--- config.mk ---
export PLATFORM = sky130hd
export DESIGN_NAME = alpha_subset_instruction_decoder
export DESIGN_NICKNAME = d
export VERILOG_FILES = /design/src/sv/asid_pkg.sv /design/src/sv/asid_decode.sv /design/src/sv/asid_target.sv /design/src/sv/alpha_subset_instruction_decoder.sv
export SDC_FILE = /design/constraint.sdc
export NUM_CORES = 1
export LEC_CHECK = 0
export ABC_CLOCK_PERIOD_IN_PS = 10100
export BUFFER_PORTS_ARGS = -buffer_cell sky130_fd_sc_hd__buf_2
export CORE_ASPECT_RATIO = 1.5
export CORE_UTILIZATION = 45
export CTS_CLUSTER_SIZE = 12
export DETAILED_ROUTE_END_ITERATION = 7
export GPL_ROUTABILITY_DRIVEN = 1
export GPL_TIMING_DRIVEN = 1
export PLACE_DENSITY = 0.66
export REMOVE_ABC_BUFFERS = 1
export SYNTH_ARGS = -nofsm -noshare
export SYNTH_HDL_FRONTEND = slang
export SYNTH_SLANG_ARGS = --single-unit
--- constraint.sdc ---
create_clock -name clk -period 10.1 [get_ports clk]
set_clock_uncertainty 0.1 [all_clocks]
set_input_delay 1.515 -clock clk [delete_from_list [all_inputs] [get_ports clk]]
set_output_delay 1.515 -clock clk [all_outputs]
set_load 0.02 [all_outputs]
--- src/sv/asid_pkg.sv ---
// Package for the Alpha subset instruction decoder.
// Holds opcode and operation codes, the page size and the decode result type.
// No dependencies.
package asid_pkg;

  // Page size in instructions
  localparam int unsigned PAGE_ENTRIES = 2048;
  // Address bits that lie inside one page (byte offset included)
  localparam logic [63:0] PAGE_MASK = ((64'(PAGE_ENTRIES) - 64'd1) << 2) | 64'd3;

  localparam logic [4:0] R31 = 5'd31;

  // Primary opcodes
  localparam logic [5:0] OPC_LDA   = 6'h08;
  localparam logic [5:0] OPC_LDAH  = 6'h09;
  localparam logic [5:0] OPC_LDBU  = 6'h0a;
  localparam logic [5:0] OPC_LDQ_U = 6'h0b;
  localparam logic [5:0] OPC_LDWU  = 6'h0c;
  localparam logic [5:0] OPC_STW   = 6'h0d;
  localparam logic [5:0] OPC_STB   = 6'h0e;
  localparam logic [5:0] OPC_INTA  = 6'h10;
  localparam logic [5:0] OPC_INTL  = 6'h11;
  localparam logic [5:0] OPC_INTS  = 6'h12;
  localparam logic [5:0] OPC_JMP   = 6'h1a;
  localparam logic [5:0] OPC_LDL   = 6'h28;
  localparam logic [5:0] OPC_LDQ   = 6'h29;
  localparam logic [5:0] OPC_STL   = 6'h2c;
  localparam logic [5:0] OPC_STQ   = 6'h2d;
  localparam logic [5:0] OPC_BR    = 6'h30;
  localparam logic [5:0] OPC_BEQ   = 6'h39;
  localparam logic [5:0] OPC_BLE   = 6'h3b;
  localparam logic [5:0] OPC_BNE   = 6'h3d;
  localparam logic [5:0] OPC_BGT   = 6'h3f;

  // Function codes (instruction bits 12:5, literal flag included)
  localparam logic [7:0] FN_CMPLE_LIT = 8'hed;
  localparam logic [7:0] FN_BIS       = 8'h20;
  localparam logic [7:0] FN_AND_LIT   = 8'h80;
  localparam logic [7:0] FN_SLL_LIT   = 8'hb9;

  // Jump hint that is not supported (coroutine)
  localparam logic [1:0] HINT_COROUTINE = 2'd3;

  // Dense operation codes
  localparam logic [5:0] OP_NOP        = 6'd0;
  localparam logic [5:0] OP_LDA        = 6'd1;
  localparam logic [5:0] OP_LDA_R31    = 6'd2;
  localparam logic [5:0] OP_LDBU       = 6'd3;
  localparam logic [5:0] OP_LDWU       = 6'd4;
  localparam logic [5:0] OP_STW        = 6'd5;
  localparam logic [5:0] OP_STB        = 6'd6;
  localparam logic [5:0] OP_LDL        = 6'd7;
  localparam logic [5:0] OP_LDQ        = 6'd8;
  localparam logic [5:0] OP_STL        = 6'd9;
  localparam logic [5:0] OP_STQ        = 6'd10;
  localparam logic [5:0] OP_ARITH_REG  = 6'd11;
  localparam logic [5:0] OP_ARITH_LIT  = 6'd23;
  localparam logic [5:0] OP_CMPLE_LIT  = 6'd35;
  localparam logic [5:0] OP_OR         = 6'd36;
  localparam logic [5:0] OP_CLEAR      = 6'd37;
  localparam logic [5:0] OP_AND_LIT    = 6'd38;
  localparam logic [5:0] OP_SLL_LIT    = 6'd39;
  localparam logic [5:0] OP_JSR        = 6'd40;
  localparam logic [5:0] OP_JSR_NOLINK = 6'd41;
  localparam logic [5:0] OP_BR         = 6'd42;
  localparam logic [5:0] OP_BR_LINK    = 6'd43;
  localparam logic [5:0] OP_BEQ        = 6'd44;
  localparam logic [5:0] OP_BLE        = 6'd45;
  localparam logic [5:0] OP_BNE        = 6'd46;
  localparam logic [5:0] OP_BGT        = 6'd47;
  localparam logic [5:0] OP_ILLEGAL    = 6'd48;

  localparam int unsigned ARITH_COUNT = 12;
  localparam logic [7:0] ARITH_CODES [ARITH_COUNT] = '{
    8'h00, 8'h02, 8'h09, 8'h0b, 8'h12, 8'h1b,
    8'h20, 8'h22, 8'h29, 8'h2b, 8'h32, 8'h3b
  };

  // Decoded fields of one instruction, branch target excluded
  typedef struct packed {
    logic [5:0]         op;
    logic [4:0]         dest_reg;
    logic [4:0]         src_a_reg;
    logic [4:0]         src_b_reg;
    logic               use_literal;
    logic [7:0]         literal;
    logic signed [31:0] displacement;
    logic               is_branch;
  } dec_t;

  // Dense op for an integer arithmetic function code, OP_ILLEGAL if none
  function automatic logic [5:0] arith_op(input logic [7:0] code);
    logic [5:0] res;
    res = OP_ILLEGAL;
    for (int i = 0; i < ARITH_COUNT; i++) begin
      if (code == ARITH_CODES[i]) begin
        res = OP_ARITH_REG + 6'(i);
      end else if (code == (ARITH_CODES[i] | 8'h80)) begin
        res = OP_ARITH_LIT + 6'(i);
      end
    end
    if (code == FN_CMPLE_LIT) begin
      res = OP_CMPLE_LIT;
    end
    return res;
  endfunction

endpackage

--- src/sv/asid_decode.sv ---
// Field decode of one instruction word into a dense op and operand fields.
// Depends on asid_pkg.
module asid_decode (
  input  logic [31:0]       instr_word,
  output asid_pkg::dec_t    dec
);
  import asid_pkg::*;

  logic [5:0]  opc;
  logic [4:0]  ra;
  logic [4:0]  rb;
  logic [4:0]  rc;
  logic [7:0]  code;
  logic [5:0]  oper_op;
  logic signed [31:0] disp16;

  assign opc    = instr_word[31:26];
  assign ra     = instr_word[25:21];
  assign rb     = instr_word[20:16];
  assign rc     = instr_word[4:0];
  assign code   = instr_word[12:5];
  assign disp16 = {{16{instr_word[15]}}, instr_word[15:0]};

  // Operate-format op selection
  always_comb begin
    oper_op = OP_ILLEGAL;
    case (opc)
      OPC_INTA: oper_op = arith_op(code);
      OPC_INTL: begin
        if (code == FN_BIS) begin
          oper_op = (ra == R31 && rb == R31) ? OP_CLEAR : OP_OR;
        end else if (code == FN_AND_LIT) begin
          oper_op = OP_AND_LIT;
        end
      end
      OPC_INTS: begin
        if (code == FN_SLL_LIT) begin
          oper_op = OP_SLL_LIT;
        end
      end
      default: oper_op = OP_ILLEGAL;
    endcase
  end

  // Main decode; fields unused by the op stay zero
  always_comb begin
    dec    = '0;
    dec.op = OP_ILLEGAL;
    case (opc)
      OPC_LDA, OPC_LDAH: begin
        if (ra == R31) begin
          dec.op = OP_NOP;
        end else begin
          dec.op           = (rb == R31) ? OP_LDA_R31 : OP_LDA;
          dec.dest_reg     = ra;
          dec.src_a_reg    = rb;
          dec.displacement = (opc == OPC_LDAH) ? {instr_word[15:0], 16'h0000} : disp16;
        end
      end
      OPC_LDQ_U: begin
        dec.op = (ra == R31) ? OP_NOP : OP_ILLEGAL;
      end
      OPC_LDBU, OPC_LDWU, OPC_LDL, OPC_LDQ: begin
        if (ra == R31) begin
          dec.op = OP_NOP;
        end else begin
          case (opc)
            OPC_LDBU: dec.op = OP_LDBU;
            OPC_LDWU: dec.op = OP_LDWU;
            OPC_LDL:  dec.op = OP_LDL;
            default:  dec.op = OP_LDQ;
          endcase
          dec.dest_reg     = ra;
          dec.src_a_reg    = rb;
          dec.displacement = disp16;
        end
      end
      OPC_STW, OPC_STB, OPC_STL, OPC_STQ: begin
        case (opc)
          OPC_STW: dec.op = OP_STW;
          OPC_STB: dec.op = OP_STB;
          OPC_STL: dec.op = OP_STL;
          default: dec.op = OP_STQ;
        endcase
        dec.dest_reg     = ra;
        dec.src_a_reg    = rb;
        dec.displacement = disp16;
      end
      OPC_INTA, OPC_INTL, OPC_INTS: begin
        if (rc == R31) begin
          dec.op = OP_NOP;
        end else if (oper_op != OP_ILLEGAL) begin
          dec.op        = oper_op;
          dec.dest_reg  = rc;
          dec.src_a_reg = ra;
          if (instr_word[12]) begin
            dec.use_literal = 1'b1;
            dec.literal     = instr_word[20:13];
          end else begin
            dec.src_b_reg = rb;
          end
        end
      end
      OPC_JMP: begin
        if (instr_word[15:14] != HINT_COROUTINE) begin
          dec.op        = (ra == R31) ? OP_JSR_NOLINK : OP_JSR;
          dec.dest_reg  = ra;
          dec.src_b_reg = rb;
        end
      end
      OPC_BR: begin
        dec.op        = (ra == R31) ? OP_BR : OP_BR_LINK;
        dec.dest_reg  = ra;
        dec.is_branch = 1'b1;
      end
      OPC_BEQ, OPC_BLE, OPC_BNE, OPC_BGT: begin
        case (opc)
          OPC_BEQ: dec.op = OP_BEQ;
          OPC_BLE: dec.op = OP_BLE;
          OPC_BNE: dec.op = OP_BNE;
          default: dec.op = OP_BGT;
        endcase
        dec.src_a_reg = ra;
        dec.is_branch = 1'b1;
      end
      default: dec.op = OP_ILLEGAL;
    endcase
  end

endmodule

--- src/sv/asid_target.sv ---
// Branch target adder and same-page compare.
// Depends on asid_pkg for the page mask.
module asid_target (
  input  logic [63:0] instr_addr,
  input  logic [31:0] instr_word,
  output logic [63:0] target,
  output logic        same_page
);
  import asid_pkg::*;

  logic [61:0] word_addr;
  logic [61:0] word_off;

  // Target in word units: (pc >> 2) + sext(disp21) + 1
  assign word_off  = {{41{instr_word[20]}}, instr_word[20:0]};
  assign word_addr = instr_addr[63:2] + word_off + 62'd1;
  assign target    = {word_addr, 2'b00};

  // Page match on the bits above the page offset
  assign same_page = (((instr_addr ^ target) & ~PAGE_MASK) == 64'd0);

endmodule

--- src/sv/alpha_subset_instruction_decoder.sv ---
// Alpha subset instruction decoder, top level.
// Input register, field decode and target logic, result register.
// Depends on asid_pkg, asid_decode and asid_target.
//
// Usage:
//   Input channel: in_valid / in_ready carry instr_addr and instr_word.
//   Output channel: out_valid / out_ready carry the decoded op, register
//   indices, literal, displacement, branch target and same_page flag.
//   Every accepted instruction gives exactly one result, in order.
//
//   An instruction transferred at a clock edge is captured in the input
//   register, decoded combinationally from it and captured in the result
//   register, which drives the outputs.
//   Throughput is one instruction per cycle while out_ready stays high; the
//   decode path between the two registers is the field decode plus one
//   62-bit target add.
//   When the receiver holds out_ready low the result register holds, the
//   input register takes one more instruction if it is empty, and then
//   in_ready drops until the result is transferred.
//   Reset (rst, synchronous) empties both registers; nothing else is kept.
module alpha_subset_instruction_decoder (
  input  logic               clk,
  input  logic               rst,
  input  logic               in_valid,
  output logic               in_ready,
  input  logic [63:0]        instr_addr,
  input  logic [31:0]        instr_word,
  output logic               out_valid,
  input  logic               out_ready,
  output logic [5:0]         op,
  output logic [4:0]         dest_reg,
  output logic [4:0]         src_a_reg,
  output logic [4:0]         src_b_reg,
  output logic               use_literal,
  output logic [7:0]         literal,
  output logic signed [31:0] displacement,
  output logic [63:0]        branch_target,
  output logic               same_page
);
  import asid_pkg::*;

  logic        s1_valid;
  logic [63:0] s1_addr;
  logic [31:0] s1_word;
  logic        s1_advance;
  dec_t        dec;
  logic [63:0] target;
  logic        target_same;

  // Stage 2 may load when empty or when its result is being transferred
  assign s1_advance = !out_valid || out_ready;
  assign in_ready   = !s1_valid || s1_advance;

  // Input register
  always_ff @(posedge clk) begin
    if (rst) begin
      s1_valid <= 1'b0;
    end else if (in_ready) begin
      s1_valid <= in_valid;
    end
  end

  always_ff @(posedge clk) begin
    if (in_valid && in_ready) begin
      s1_addr <= instr_addr;
      s1_word <= instr_word;
    end
  end

  asid_decode u_decode (
    .instr_word (s1_word),
    .dec        (dec)
  );

  asid_target u_target (
    .instr_addr (s1_addr),
    .instr_word (s1_word),
    .target     (target),
    .same_page  (target_same)
  );

  // Result register
  always_ff @(posedge clk) begin
    if (rst) begin
      out_valid <= 1'b0;
    end else if (s1_advance) begin
      out_valid <= s1_valid;
    end
  end

  always_ff @(posedge clk) begin
    if (s1_advance && s1_valid) begin
      op            <= dec.op;
      dest_reg      <= dec.dest_reg;
      src_a_reg     <= dec.src_a_reg;
      src_b_reg     <= dec.src_b_reg;
      use_literal   <= dec.use_literal;
      literal       <= dec.literal;
      displacement  <= dec.displacement;
      branch_target <= dec.is_branch ? target : 64'd0;
      same_page     <= dec.is_branch & target_same;
    end
  end

endmodule
After elaboration in Yosys (flattened, before gate mapping)

Cells that the tools add are included.

Bits in registers: 225
Input port bits: 100
Logic and storage cells: 146

Add/sub/neg operators: 2
Equality and inequality tests: 50
Multiplexer cells: 56
Bitwise operators: 5
Reductions and logical operators: 19

Operators with widths:

| cell                                                                  | number |
|---|---|
| 6-bit two-way mux                                                     | 30 |
| 8-bit equality test, second input constant                            | 14 |
| 32-bit one-hot mux with 3 select lines                                | 1 |
| 64-bit zero test                                                      | 1 |
| 32-bit two-way mux                                                    | 2 |
| 64-bit bitwise XOR                                                    | 1 |
| 62-bit by 1-bit adder with 62-bit output, second input constant       | 1 |
| 62-bit adder                                                          | 1 |
| 6-bit equality test, second input constant                            | 9 |
| 8-bit by 6-bit equality test with 1-bit output, second input constant | 6 |
| 6-bit one-hot mux with 8 select lines                                 | 1 |
| 6-bit by 4-bit equality test with 1-bit output, second input constant | 7 |
| 5-bit one-hot mux with 4 select lines                                 | 2 |
| 31-bit two-way mux                                                    | 1 |
| 30-bit two-way mux                                                    | 1 |
| 6-bit by 5-bit equality test with 1-bit output, second input constant | 4 |
| 24-bit two-way mux                                                    | 1 |
| 4-bit one-hot mux with 3 select lines                                 | 2 |
| 5-bit two-way mux                                                     | 4 |
| 6-bit one-hot mux with 3 select lines                                 | 1 |
| 8-bit by 4-bit equality test with 1-bit output, second input constant | 2 |
| 8-bit by 5-bit equality test with 1-bit output, second input constant | 2 |
| 4-bit OR reduction                                                    | 4 |
| 5-bit equality test, second input constant                            | 3 |
| other kinds (20)                                                      | 31 |

Logic depth before layout (Yosys ltp)

Gate-level depths: netlist of run 1.

Depth after elaboration: 31
Depth in mapped cells: 16
Depth with buffers taken out: 15

Modules after synthesis

A second synthesis of run 1 with hierarchy kept.

Cells, all modules: 1459
Area, all modules: 15050.7 um2

Modules (own cells, without submodules):

| module                           | instances | cells each | area each (um2) | sequential area each (um2) |
|---|---|---|---|---|
| alpha_subset_instruction_decoder | 1         | 305        | 7259.5          | 6736.5 |
| asid_target                      | 1         | 872        | 6125.9          | 0.0 |
| asid_decode                      | 1         | 282        | 1665.3          | 0.0 |

Worst setup path after synthesis of run 1

OpenSTA, ideal clock, no wires.

Path type: in2reg
Start: input port out_ready
End: register branch_target[10] (enable)
Setup time: 0.626 ns
Data arrival time: 7.123 ns
Required time: 9.374 ns
Setup slack: 2.252 ns
Stages: 2
Path buffers: 0
Cells stage by stage: nor2b_1 nor2b_1

Longest elaborated chain between the ends: 2

Ends and longest elaborated chain:

| element              | RTL line                                | source |
|---|---|---|
| start, declared      | alpha_subset_instruction_decoder.sv:29  | `input logic out_ready,` |
| 1-bit logical OR     | alpha_subset_instruction_decoder.sv:51  | `assign s1_advance = !out_valid \|\| out_ready;` |
| 1-bit logical AND    | alpha_subset_instruction_decoder.sv:92  | `if (s1_advance && s1_valid) begin` |
| end signal, assigned | alpha_subset_instruction_decoder.sv:100 | `branch_target <= dec.is_branch ? target : 64'd0;` |
| end, declared        | alpha_subset_instruction_decoder.sv:37  | `output logic [63:0] branch_target,` |

No other way between the ends.
A chain may end at the register's enable or synchronous reset.

Worst setup path in the final report of run 1

Start: register s1_word[20]
End: register same_page (data pin)

Longest elaborated chain between the ends: 5

Ends and longest elaborated chain:

| element                                  | RTL line                                | source |
|---|---|---|
| start, declared                          | alpha_subset_instruction_decoder.sv:44  | `logic [31:0] s1_word;` |
| start signal, assigned                   | alpha_subset_instruction_decoder.sv:66  | `s1_word <= instr_word;` |
| 62-bit adder                             | asid_target.sv:16                       | `assign word_addr = instr_addr[63:2] + word_off + 62'd1;` |
| 62-bit by 1-bit adder with 62-bit output | asid_target.sv:16                       |  |
| 64-bit bitwise XOR                       | asid_target.sv:20                       | `assign same_page = (((instr_addr ^ target) & ~PAGE_MASK) == 64'd0);` |
| 64-bit zero test                         | asid_target.sv:20                       |  |
| 1-bit AND                                | alpha_subset_instruction_decoder.sv:101 | `same_page <= dec.is_branch & target_same;` |
| end signal, assigned                     | alpha_subset_instruction_decoder.sv:101 |  |
| end, declared                            | alpha_subset_instruction_decoder.sv:38  | `output logic same_page` |

No other way between the ends.

==> flow_metrics.env, run 1 <==
export IMPL_yosysTopAreaCellShare_pct=46.50
export IMPL_cp_data_arrival_time_ps=5810
export IMPL_power_frac_clock_pct=29.9
export IMPL_routed_wire_length_per_instance_um=23.48
export IMPL_mappedNetlistArea_mm2=0.01414
export IMPL_grt_setup_unrepaired="false"
export IMPL_cp_start_kind="flip-flop"
export IMPL_cts_sinks=221
export IMPL_netSwitchingPower_mw=0.7933
export IMPL_start_point_of_the_worst_min_delay_path="s1_valid$_SDFFE_PP0N_"
export IMPL_postCtsResizedCells=0
export IMPL_critPathKind="flip-flop to flip-flop"
export IMPL_post_synth_mux_area_share_pct=0.3627
export IMPL_ant_nets=0
export IMPL_power_internal_mw=1.717
export IMPL_nFillCells=2780
export IMPL_flop_pwr_share_pct=44.3
export IMPL_setup_viol_count_final=0
export IMPL_pwr_share_comb_pct=25.8
export IMPL_core_area_mm2=0.03094
export IMPL_reg2reg_setup_slack_ps=4550
export IMPL_ys_dominant_reg_cell="sky130_fd_sc_hd__edfxtp_1"
export IMPL_synth_compound_gate_area_share_pct=18.34
export IMPL_synth_lib_cells_used_distinct=88
export IMPL_largest_net_degree_at_the_start_of_global_routing=66
export IMPL_yosysSeqAreaShare_pct=46.78
export IMPL_dpl_hpwl_um=37230
export IMPL_slew_violations=0
export IMPL_vias_in_the_first_global_route=11892
export IMPL_whs_ps=420.6
export IMPL_synthesis_yosys_warnings=0
export IMPL_design_area_mm2=0.01613
export IMPL_initial_utilization_pct=45.71
export IMPL_io_buffer_count=224
export IMPL_drive_gt1_share_pct=17.87
export IMPL_avgSynthCellArea_um2=9.938
export IMPL_grt_pass1_wl_um=70440
export IMPL_clock_path_buffers=3
export IMPL_post_synth_fa_ha_maj_area_fraction_pct=5.538
export IMPL_synthesized_netlist_cell_count=1423
export IMPL_post_dp_cell_area_mm2=0.01550
export IMPL_gr_usage_all_layers_pct=29.45
export IMPL_status="complete, no violations"
export IMPL_die_height_um=219.1
export IMPL_cts_htree_levels=1
export IMPL_combinational_family_with_the_most_area_after_synthesis="compound AO/OA/AOI/OAI gates"
export IMPL_largest_registers="branch_target x62, s1_addr x62"
export IMPL_timing_worst_slew_pin_value_ps=1229
export IMPL_r2r_cells=13
export IMPL_achievable_frequency_ghz=0.1801
export IMPL_crit_path_end_kind="flip-flop"
export IMPL_main_area_contributors_after_synthesis="sky130_fd_sc_hd__edfxtp_1, sky130_fd_sc_hd__ha_1, sky130_fd_sc_hd__nor2_1, sky130_fd_sc_hd__a21oi_1, sky130_fd_sc_hd__xnor2_1"
export IMPL_drt_pre_antenna_iters=7
export IMPL_route_final_wire_length_um=47410
export IMPL_critical_path_reg2reg_startpoint="s1_word[20]$_DFFE_PP_"
export IMPL_final_clock_period_utilization_by_the_worst_path_pct=54.97
export IMPL_finalNetCount=1763
export IMPL_register_area_mm2=0.006616
export IMPL_antenna_found_initial=3
export IMPL_max_cap_viol_count=0
export IMPL_top_cell_type_by_total_area_after_synthesis="sky130_fd_sc_hd__edfxtp_1"
export IMPL_insertion_delay_ps=530
export IMPL_cts_inserted_buffers=22
export IMPL_total_leakage_power_nw=6.165
export IMPL_clk_transition_reported_paths_ps=60
export IMPL_synthSimpleGateAreaFrac_pct=17.69
export IMPL_synthXorXnorAreaFrac_pct=7.706
export IMPL_setup_total_negative_slack_ps=0
export IMPL_detailroute_via_count=12050
export IMPL_cts_tree="built"
export IMPL_synthArstFlopShare_pct=0
export IMPL_cts_root_buf="sky130_fd_sc_hd__clkbuf_16"
export IMPL_top_level_ports=229
export IMPL_dieWidth_um=146.7
export IMPL_hold_path_end="out_valid$_SDFFE_PP0P_"
export IMPL_timing_rr_end="same_page$_DFFE_PP_"
export IMPL_post_drt_via_cell_ratio=5.968
export IMPL_switching_share_pct=31.60
export IMPL_final_period_minus_worst_setup_slack_ps=5552
export IMPL_detail_route_iter0_violations=793
export IMPL_worstPathRequired_ps=10350
export IMPL_cts_hold_repair_buffers=0
export IMPL_aggregate_global_routing_overflow=0
export IMPL_drc_errors=0
export IMPL_path_max_fanout=46
export IMPL_hold_depth=2
export IMPL_peakVddDrop_v=0.0001501
export IMPL_synth_edf_count=219
export IMPL_design_die_area_mm2=0.03215
export IMPL_timing_max_slew_rel_slack_pct=16.93
export IMPL_area_of_the_multi_input_gates_mm2=0.007048
export IMPL_worst_hold_path_type="flip-flop to flip-flop"
export IMPL_postCtsSetupRepairBufs=0
export IMPL_core_rowCount=79
export IMPL_ys_ff_latch=221
export IMPL_area_growth_pct=14.08
export IMPL_final_estimated_routing_congestion_in_global_placement=1.003
export IMPL_power_density_mw_per_mm2=155.6
export IMPL_timing_final_hold_violations=0
[Yosys cell counts, types with 9 or more instances]
master and number:
sky130_fd_sc_hd__nand2_1 125, sky130_fd_sc_hd__nor2_1 165, sky130_fd_sc_hd__and3_1 15, sky130_fd_sc_hd__o21ai_0 79, sky130_fd_sc_hd__xor2_1 51, sky130_fd_sc_hd__xnor2_1 58, sky130_fd_sc_hd__a211oi_1 10, sky130_fd_sc_hd__o21ai_1 10
sky130_fd_sc_hd__a22o_1 10, sky130_fd_sc_hd__o21bai_1 9, sky130_fd_sc_hd__o211ai_1 20, sky130_fd_sc_hd__edfxtp_1 219, sky130_fd_sc_hd__a21oi_1 115, sky130_fd_sc_hd__buf_2 21, sky130_fd_sc_hd__a31oi_1 14, sky130_fd_sc_hd__o31ai_1 9
sky130_fd_sc_hd__or3_1 9, sky130_fd_sc_hd__inv_1 35, sky130_fd_sc_hd__nor4_1 11, sky130_fd_sc_hd__nor3_1 28, sky130_fd_sc_hd__a21o_1 20, sky130_fd_sc_hd__nor2b_1 27, sky130_fd_sc_hd__a22oi_1 10, sky130_fd_sc_hd__ha_1 61
sky130_fd_sc_hd__and2_1 17, sky130_fd_sc_hd__clkbuf_1 50, sky130_fd_sc_hd__o21a_1 11, sky130_fd_sc_hd__nand4_1 41, sky130_fd_sc_hd__nand3_1 30
[cell usage in the layout (no fill, tap or decap), drive strengths merged, types with 15 or more instances in the layout]
cell type,Yosys,routed
a21o,20,20
nor3,28,28
o21ai,92,92
a21oi,118,118
and2,17,17
a31oi,15,15
nor2,165,165
nand3,30,30
and3,15,15
edfxtp,219,219
clkbuf,50,35
xnor2,58,58
buf,31,234
nor2b,27,27
nand2,125,125
ha,61,61
xor2,51,51
nand4,42,42
o211ai,20,20
inv,35,35
[power groups by stage]
stage               Combinational, mW  Sequential, mW  Clock, mW
floorplan                       0.392            1.16          0
global placement                0.638            1.13          0
detailed placement              0.638            1.13          0
CTS                             0.642            1.11      0.764
global route                    0.697            1.12      0.796
finish                          0.647            1.11      0.751
[layer usage]
metal	part of all wire, %	vias to the layer above	track usage, %
li1	-	5685	-
met1	35	5757	30.60
met2	53	473	55.48
met3	4.5	135	2.495
met5	0	-	0
met4	7.6	0	20.80
[area by class of cell]
cell class | count | area share, %
Multi-Input combinational cell | 1087 | 43.68
Tap cell | 405 | 3.141
Sequential cell | 221 | 41.01
Inverter | 35 | 0.8143
Clock buffer | 35 | 3.908
Timing Repair Buffer | 234 | 7.414
Antenna cell | 2 | 0.03102
[kinds of logic after synthesis]
group           count (synthesis)
fa+ha+maj                      62
xor+xnor                      115
flops                         221
simple gates                  511
other cells                     1
compound gates                392
mux                             5
buf+inv                       116
[metrics by stage]
| stage | power, mW | setup slack [ps] | cells | utilization, % |
|---|---|---|---|---|
| after floorplan | 1.553 | 2252 | 1343 | - |
| after global placement | 1.769 | 4705 | 1982 | 50.10 |
| after detailed placement | 1.770 | 4640 | 1982 | 50.10 |
| after CTS | 2.519 | 4617 | 2017 | 52.13 |
| after global routing | 2.610 | 4274 | 2019 | 52.15 |
| final | 2.510 | 4548 | 2019 | 52.15 |
[worst max-delay path by stage]
stage / from / end / cells past startpoint
2_1_floorplan: out_ready / branch_target[10]$_SDFFCE_PN0P_ / 2
5_1_grt: s1_word[20]$_DFFE_PP_ / same_page$_DFFE_PP_ / 13
3_5_place_dp: s1_word[20]$_DFFE_PP_ / same_page$_DFFE_PP_ / 13
4_1_cts: s1_word[20]$_DFFE_PP_ / same_page$_DFFE_PP_ / 13
6_report: s1_word[20]$_DFFE_PP_ / same_page$_DFFE_PP_ / 13
3_3_place_gp: s1_word[0]$_DFFE_PP_ / same_page$_DFFE_PP_ / 15
[critical path, stage by stage, from the launching register on]
cell	delay, ps
sky130_fd_sc_hd__edfxtp_1	380
sky130_fd_sc_hd__buf_4	320
sky130_fd_sc_hd__ha_1	620
sky130_fd_sc_hd__nand4_1	330
sky130_fd_sc_hd__nor4_1	420
sky130_fd_sc_hd__a32o_1	220
sky130_fd_sc_hd__a21oi_1	90
sky130_fd_sc_hd__a21oi_1	370
sky130_fd_sc_hd__a21boi_1	180
sky130_fd_sc_hd__xnor3_1	230
sky130_fd_sc_hd__or4b_1	480
sky130_fd_sc_hd__nor4b_1	1050
sky130_fd_sc_hd__nand4_1	230
sky130_fd_sc_hd__nor4_2	290
(Power assumes the default switching activity.)
==> inputs of run 2 (changes only) <==
Settings changed: ABC_CLOCK_PERIOD_IN_PS 10100 to 5000, PLACE_DENSITY 0.66 to 0.68.
Clock period 10.1 ns to 5 ns, I/O delays scaled along.
==> run 2 against run 1 <==
Against the previous run: count of clock-buffer cells in the layout decreased by 3; utilization rose by 1.9 points; sequential power is 100% higher; total power is 100% higher; sequential share of layout area decreased by 1.4 points; critical path depth increased by 2; wire length is 0.97% lower.
==> flow_metrics.env, run 2 (synthesized netlist as in run 1, its figures left out) <==
export IMPL_status="complete, no violations"
export IMPL_cp_data_arrival_time_ps=5000
export IMPL_core_area_mm2=0.03094
export IMPL_drt_pre_antenna_iters=6
export IMPL_area_growth_pct=18.17
export IMPL_core_rowCount=79
export IMPL_cts_htree_levels=1
export IMPL_dieWidth_um=146.7
export IMPL_cp_start_kind="flip-flop"
export IMPL_detail_route_iter0_violations=789
export IMPL_final_clock_period_utilization_by_the_worst_path_pct=94.90
export IMPL_routed_wire_length_per_instance_um=22.44
export IMPL_drc_errors=0
export IMPL_timing_max_slew_rel_slack_pct=37.12
export IMPL_timing_worst_slew_pin_value_ps=940.2
export IMPL_cts_sinks=221
export IMPL_insertion_delay_ps=520
export IMPL_largest_net_degree_at_the_start_of_global_routing=124
export IMPL_die_height_um=219.1
export IMPL_postLayoutSetupSlackWorst_ps=255.1
export IMPL_worstPathRequired_ps=5260
export IMPL_aggregate_global_routing_overflow=0
export IMPL_slew_violations=0
export IMPL_route_final_wire_length_um=46950
export IMPL_timing_rr_end="same_page$_DFFE_PP_"
export IMPL_timing_final_hold_violations=0
export IMPL_ant_nets=0
export IMPL_max_cap_viol_count=0
export IMPL_design_die_area_mm2=0.03215
export IMPL_final_estimated_routing_congestion_in_global_placement=1.020
export IMPL_critPathKind="flip-flop to flip-flop"
export IMPL_antenna_found_initial=2
export IMPL_achievable_frequency_ghz=0.2108
export IMPL_hold_path_end="s1_valid$_SDFFE_PP0N_"
export IMPL_top_level_ports=229
export IMPL_mostFrequentLayoutCells="sky130_fd_sc_hd__buf_2, sky130_fd_sc_hd__edfxtp_1, sky130_fd_sc_hd__nor2_1"
export IMPL_worst_hold_path_type="input port to flip-flop"
export IMPL_post_drt_via_cell_ratio=5.895
export IMPL_setup_viol_count_final=0
export IMPL_drive_gt1_share_pct=21.60
export IMPL_clock_path_buffers=3
export IMPL_critical_path_reg2reg_startpoint="s1_addr[16]$_DFFE_PP_"
export IMPL_largest_registers="branch_target x62, s1_addr x62"
export IMPL_dpl_hpwl_um=36830
export IMPL_grt_setup_unrepaired="false"
export IMPL_cts_inserted_buffers=22
export IMPL_cts_root_buf="sky130_fd_sc_hd__clkbuf_16"
export IMPL_start_point_of_the_worst_min_delay_path="rst"
export IMPL_gr_usage_all_layers_pct=28.70
export IMPL_vias_in_the_first_global_route=11994
export IMPL_finalNetCount=1838
export IMPL_layout_cells_most_common="sky130_fd_sc_hd__buf_2"
export IMPL_reg2reg_setup_slack_ps=260
export IMPL_clk_transition_reported_paths_ps=70
export IMPL_r2r_cells=15
export IMPL_grt_pass1_wl_um=68880
export IMPL_dp_worst_setup_slack_ps=303.8
export IMPL_hold_depth=2
export IMPL_total_leakage_power_nw=6.524
export IMPL_io_buffer_count=224
export IMPL_crit_path_end_kind="flip-flop"
export IMPL_power_density_mw_per_mm2=306.8
export IMPL_path_max_fanout=10
export IMPL_detailroute_via_count=12333
export IMPL_setup_total_negative_slack_ps=0
export IMPL_peakVddDrop_v=0.0002637
export IMPL_final_period_minus_worst_setup_slack_ps=4745
export IMPL_initial_utilization_pct=45.71
export IMPL_cts_tree="built"
[run 2: changes by cell type in the layout (fill, tap and decap cells not counted), sizes merged]
cell	previous run	this run
clkbuf	35	32
clkinvlp	0	1
buf	234	309
[run 2: power breakdown]
part	total (mW)	internal [mW]	switching, mW
combinational	1.40	0.522	0.880
clock	1.50	0.834	0.664
sequential	2.23	2.16	0.0682
[run 2: layout make-up]
class                           instances  area (um2)
Fill cell                            2783       14230
Sequential cell                       221        6616
Multi-Input combinational cell       1087        7052
Clock inverter                          1       7.507
Inverter                               35       131.4
Antenna cell                            2       5.005
Clock buffer                           32       609.3
Tap cell                              405       506.7
Timing Repair Buffer                  309        1784
[run 2: worst max path at each step]
| stage | to | slack (ps) | from | depth (start not counted) |
|---|---|---|---|---|
| finish | same_page$_DFFE_PP_ | 260 | s1_addr[16]$_DFFE_PP_ | 15 |
| global route | same_page$_DFFE_PP_ | 30 | s1_addr[16]$_DFFE_PP_ | 15 |
| CTS | same_page$_DFFE_PP_ | 260 | s1_addr[16]$_DFFE_PP_ | 15 |
| detailed placement | same_page$_DFFE_PP_ | 300 | s1_addr[16]$_DFFE_PP_ | 15 |
| global placement | same_page$_DFFE_PP_ | 310 | s1_addr[16]$_DFFE_PP_ | 15 |
| floorplan | branch_target[10]$_SDFFCE_PN0P_ | -2080 | out_ready | 2 |
[run 2: metrics by stage]
step | std cells | hold slack (ps) | cell area [um2] | power [mW] | util [%]
floorplan | 1343 | 377.8 | 13770 | 3.136 | -
global placement | 2057 | 407.5 | 16090 | 3.640 | 52.00
detailed placement | 2057 | 412.4 | 16090 | 3.645 | 52.00
CTS | 2090 | 279.7 | 16700 | 5.141 | 53.99
global route | 2092 | 278.1 | 16710 | 5.316 | 54.02
finish | 2092 | 295.6 | 16710 | 5.127 | 54.02
[run 2: critical path, stage by stage, from the launching register on]
cell and delay [ps]:
sky130_fd_sc_hd__edfxtp_1 500, sky130_fd_sc_hd__ha_1 510, sky130_fd_sc_hd__a21oi_1 310, sky130_fd_sc_hd__o21ai_0 210, sky130_fd_sc_hd__a211oi_2 310, sky130_fd_sc_hd__o211ai_1 210
sky130_fd_sc_hd__a31oi_1 220, sky130_fd_sc_hd__buf_4 150, sky130_fd_sc_hd__xnor3_1 250, sky130_fd_sc_hd__a211oi_1 320, sky130_fd_sc_hd__buf_4 180, sky130_fd_sc_hd__nand4b_1 100
sky130_fd_sc_hd__buf_4 190, sky130_fd_sc_hd__or3_1 340, sky130_fd_sc_hd__or4_1 560, sky130_fd_sc_hd__nor4_2 140
[run 2: layer usage]
| metal | share of wire [%] | track usage, % | vias to the layer above |
|---|---|---|---|
| met3 | 4.6 | 2.703 | 135 |
| li1 | - | - | 5835 |
| met4 | 7.7 | 21.42 | 0 |
| met5 | 0 | 0 | - |
| met1 | 35 | 29.41 | 5852 |
| met2 | 53 | 53.82 | 511 |
[run 2: repair_timing]
action / in CTS / in global routing
setup endpoints to repair: 0 / 1
hold endpoints to repair: 0 / 0
resized for setup: 0 / 1
hold buffers: 0 / 0
setup buffers: 0 / 0
==> inputs of run 3 (changes only) <==
Settings changed: CELL_PAD_IN_SITES_DETAIL_PLACEMENT set to 0, CELL_PAD_IN_SITES_GLOBAL_PLACEMENT set to 1, CORE_MARGIN set to 2, CORE_UTILIZATION 45 to 40, PLACE_DENSITY 0.68 to unset, PLACE_DENSITY_LB_ADDON set to 0.1.
==> run 3 against run 2 <==
Against the previous run: critical path type unchanged; setup slack improved by 20 ps; critical endpoint unchanged; first-iteration DRC count shrank 16%; register-to-register slack better by 20 ps; sequential power about the same.
==> flow_metrics.env, run 3 (synthesized netlist as in run 1, its figures left out) <==
export IMPL_drive_gt1_share_pct=22.37
export IMPL_dpl_hpwl_um=38810
export IMPL_clock_path_buffers=3
export IMPL_cts_sinks=221
export IMPL_max_cap_viol_count=0
export IMPL_routed_wire_length_per_instance_um=22.16
export IMPL_peakVddDrop_v=0.0002581
export IMPL_power_density_mw_per_mm2=303.5
export IMPL_top_level_ports=229
export IMPL_insertedDiodeCount=0
export IMPL_die_height_um=234.3
export IMPL_start_point_of_the_worst_min_delay_path="rst"
export IMPL_gr_usage_all_layers_pct=25.82
export IMPL_cts_htree_levels=1
export IMPL_cts_root_buf="sky130_fd_sc_hd__clkbuf_16"
export IMPL_layoutNonFillerInstCount=2176
export IMPL_achievable_frequency_ghz=0.2116
export IMPL_design_die_area_mm2=0.03691
export IMPL_cts_inserted_buffers=23
export IMPL_worst_hold_path_type="input port to flip-flop"
export IMPL_core_rowCount=84
export IMPL_placedCellCount=2143
export IMPL_timing_worst_slew_pin_value_ps=923.6
export IMPL_core_area_mm2=0.03500
export IMPL_insertion_delay_ps=530
export IMPL_finalNetCount=1857
export IMPL_cts_tree="built"
export IMPL_cts_hold_repair_buffers=0
export IMPL_final_estimated_routing_congestion_in_global_placement=0.9848
export IMPL_whs_ps=285.4
export IMPL_final_clock_period_utilization_by_the_worst_path_pct=94.50
export IMPL_timing_rr_end="same_page$_DFFE_PP_"
export IMPL_mostFrequentLayoutCells="sky130_fd_sc_hd__buf_2, sky130_fd_sc_hd__edfxtp_1, sky130_fd_sc_hd__nor2_1"
export IMPL_cp_data_arrival_time_ps=4980
export IMPL_initial_utilization_pct=40.41
export IMPL_status="complete, no violations"
export IMPL_grt_pass1_wl_um=71370
export IMPL_drc_errors=0
export IMPL_largest_registers="branch_target x62, s1_addr x62"
export IMPL_largest_net_degree_at_the_start_of_global_routing=68
export IMPL_critPathKind="flip-flop to flip-flop"
export IMPL_reg2reg_setup_slack_ps=280
export IMPL_area_growth_pct=19.61
export IMPL_dieWidth_um=157.5
export IMPL_postCtsSetupRepairBufs=0
export IMPL_post_route_util_pct=48.33
export IMPL_cp_start_kind="flip-flop"
export IMPL_route_final_wire_length_um=48220
export IMPL_crit_path_end_kind="flip-flop"
export IMPL_clk_transition_reported_paths_ps=60
export IMPL_hold_path_end="s1_valid$_SDFFE_PP0N_"
export IMPL_final_period_minus_worst_setup_slack_ps=4725
export IMPL_antenna_found_initial=1
export IMPL_setup_viol_count_final=0
export IMPL_postCtsResizedCells=0
export IMPL_io_buffer_count=224
export IMPL_timing_max_slew_rel_slack_pct=38.43
export IMPL_layout_cells_most_common="sky130_fd_sc_hd__buf_2"
export IMPL_detailroute_via_count=12181
export IMPL_total_leakage_power_nw=6.619
export IMPL_ant_nets=0
export IMPL_slew_violations=0
export IMPL_path_max_fanout=28
export IMPL_grt_setup_unrepaired="false"
export IMPL_post_drt_via_cell_ratio=5.598
export IMPL_r2r_cells=13
export IMPL_hold_depth=2
export IMPL_drt_pre_antenna_iters=6
export IMPL_vias_in_the_first_global_route=12138
export IMPL_aggregate_global_routing_overflow=0
export IMPL_worstPathRequired_ps=5250
export IMPL_detail_route_iter0_violations=662
export IMPL_timing_final_hold_violations=0
export IMPL_critical_path_reg2reg_startpoint="s1_word[20]$_DFFE_PP_"
[run 3: cell count changes in the layout (fill, tap and decap cells not counted), moves of 2 or more]
cell	delta
sky130_fd_sc_hd__buf_4	+18
sky130_fd_sc_hd__clkbuf_1	-6
sky130_fd_sc_hd__clkinv_1	+5
sky130_fd_sc_hd__clkinv_2	+2
sky130_fd_sc_hd__diode_2	-2
[run 3: worst max path at each step]
stage,start,endpoint,slack [ps],cells past startpoint
after global routing,s1_word[0]$_DFFE_PP_,same_page$_DFFE_PP_,20,16
after floorplan,out_ready,branch_target[10]$_SDFFCE_PN0P_,-2080,2
after global placement,s1_word[0]$_DFFE_PP_,same_page$_DFFE_PP_,350,15
after detailed placement,s1_word[0]$_DFFE_PP_,same_page$_DFFE_PP_,330,15
final,s1_word[20]$_DFFE_PP_,same_page$_DFFE_PP_,280,13
after CTS,s1_word[0]$_DFFE_PP_,same_page$_DFFE_PP_,300,16
[run 3: power by group]
| part | switching [mW] | total [mW] | internal [mW] |
|---|---|---|---|
| registers | 0.0668 | 2.23 | 2.16 |
| logic | 0.885 | 1.42 | 0.537 |
| clock network | 0.665 | 1.49 | 0.821 |
[run 3: area by class of cell]
type	count	area, um2
clock buffer	26	586.8
clock inverter	7	28.78
fill	3414	18080
inverter	35	131.4
multi-input combinational	1087	7042
sequential	221	6616
tap	473	591.8
timing repair buffer	327	1919
[run 3: critical path, cell delays in order (launching register included)]
cell	delay, ps
sky130_fd_sc_hd__edfxtp_1	410
sky130_fd_sc_hd__buf_12	190
sky130_fd_sc_hd__ha_1	420
sky130_fd_sc_hd__a21oi_1	290
sky130_fd_sc_hd__o21ai_0	210
sky130_fd_sc_hd__a211oi_1	450
sky130_fd_sc_hd__o21ai_0	270
sky130_fd_sc_hd__a211o_1	380
sky130_fd_sc_hd__a21o_1	250
sky130_fd_sc_hd__a31oi_1	260
sky130_fd_sc_hd__nand4_1	140
sky130_fd_sc_hd__or3_1	410
sky130_fd_sc_hd__or4_1	570
sky130_fd_sc_hd__nor4_2	150
[run 3: metal layers]
layer / up-vias / track usage [%] / wire length [um]
li1: 5869 / - / -
met5: - / 0 / 0
met4: 0 / 13.89 / 2824
met1: 5779 / 27.13 / 17420
met3: 115 / 2.809 / 2018
met2: 418 / 49.62 / 25960
[run 3: per-stage QoR]
step           total power, mW  TNS, ps  worst slack (ps)  instance area, um2
5_1_grt                  5.354        0             17.80               16920
3_3_place_gp             3.678        0             349.5               16300
3_5_place_dp             3.678        0             333.3               16300
4_1_cts                  5.176        0             296.9               16920
6_report                 5.134        0             275.1               16920
2_1_floorplan            3.136  -260420             -2083               13770
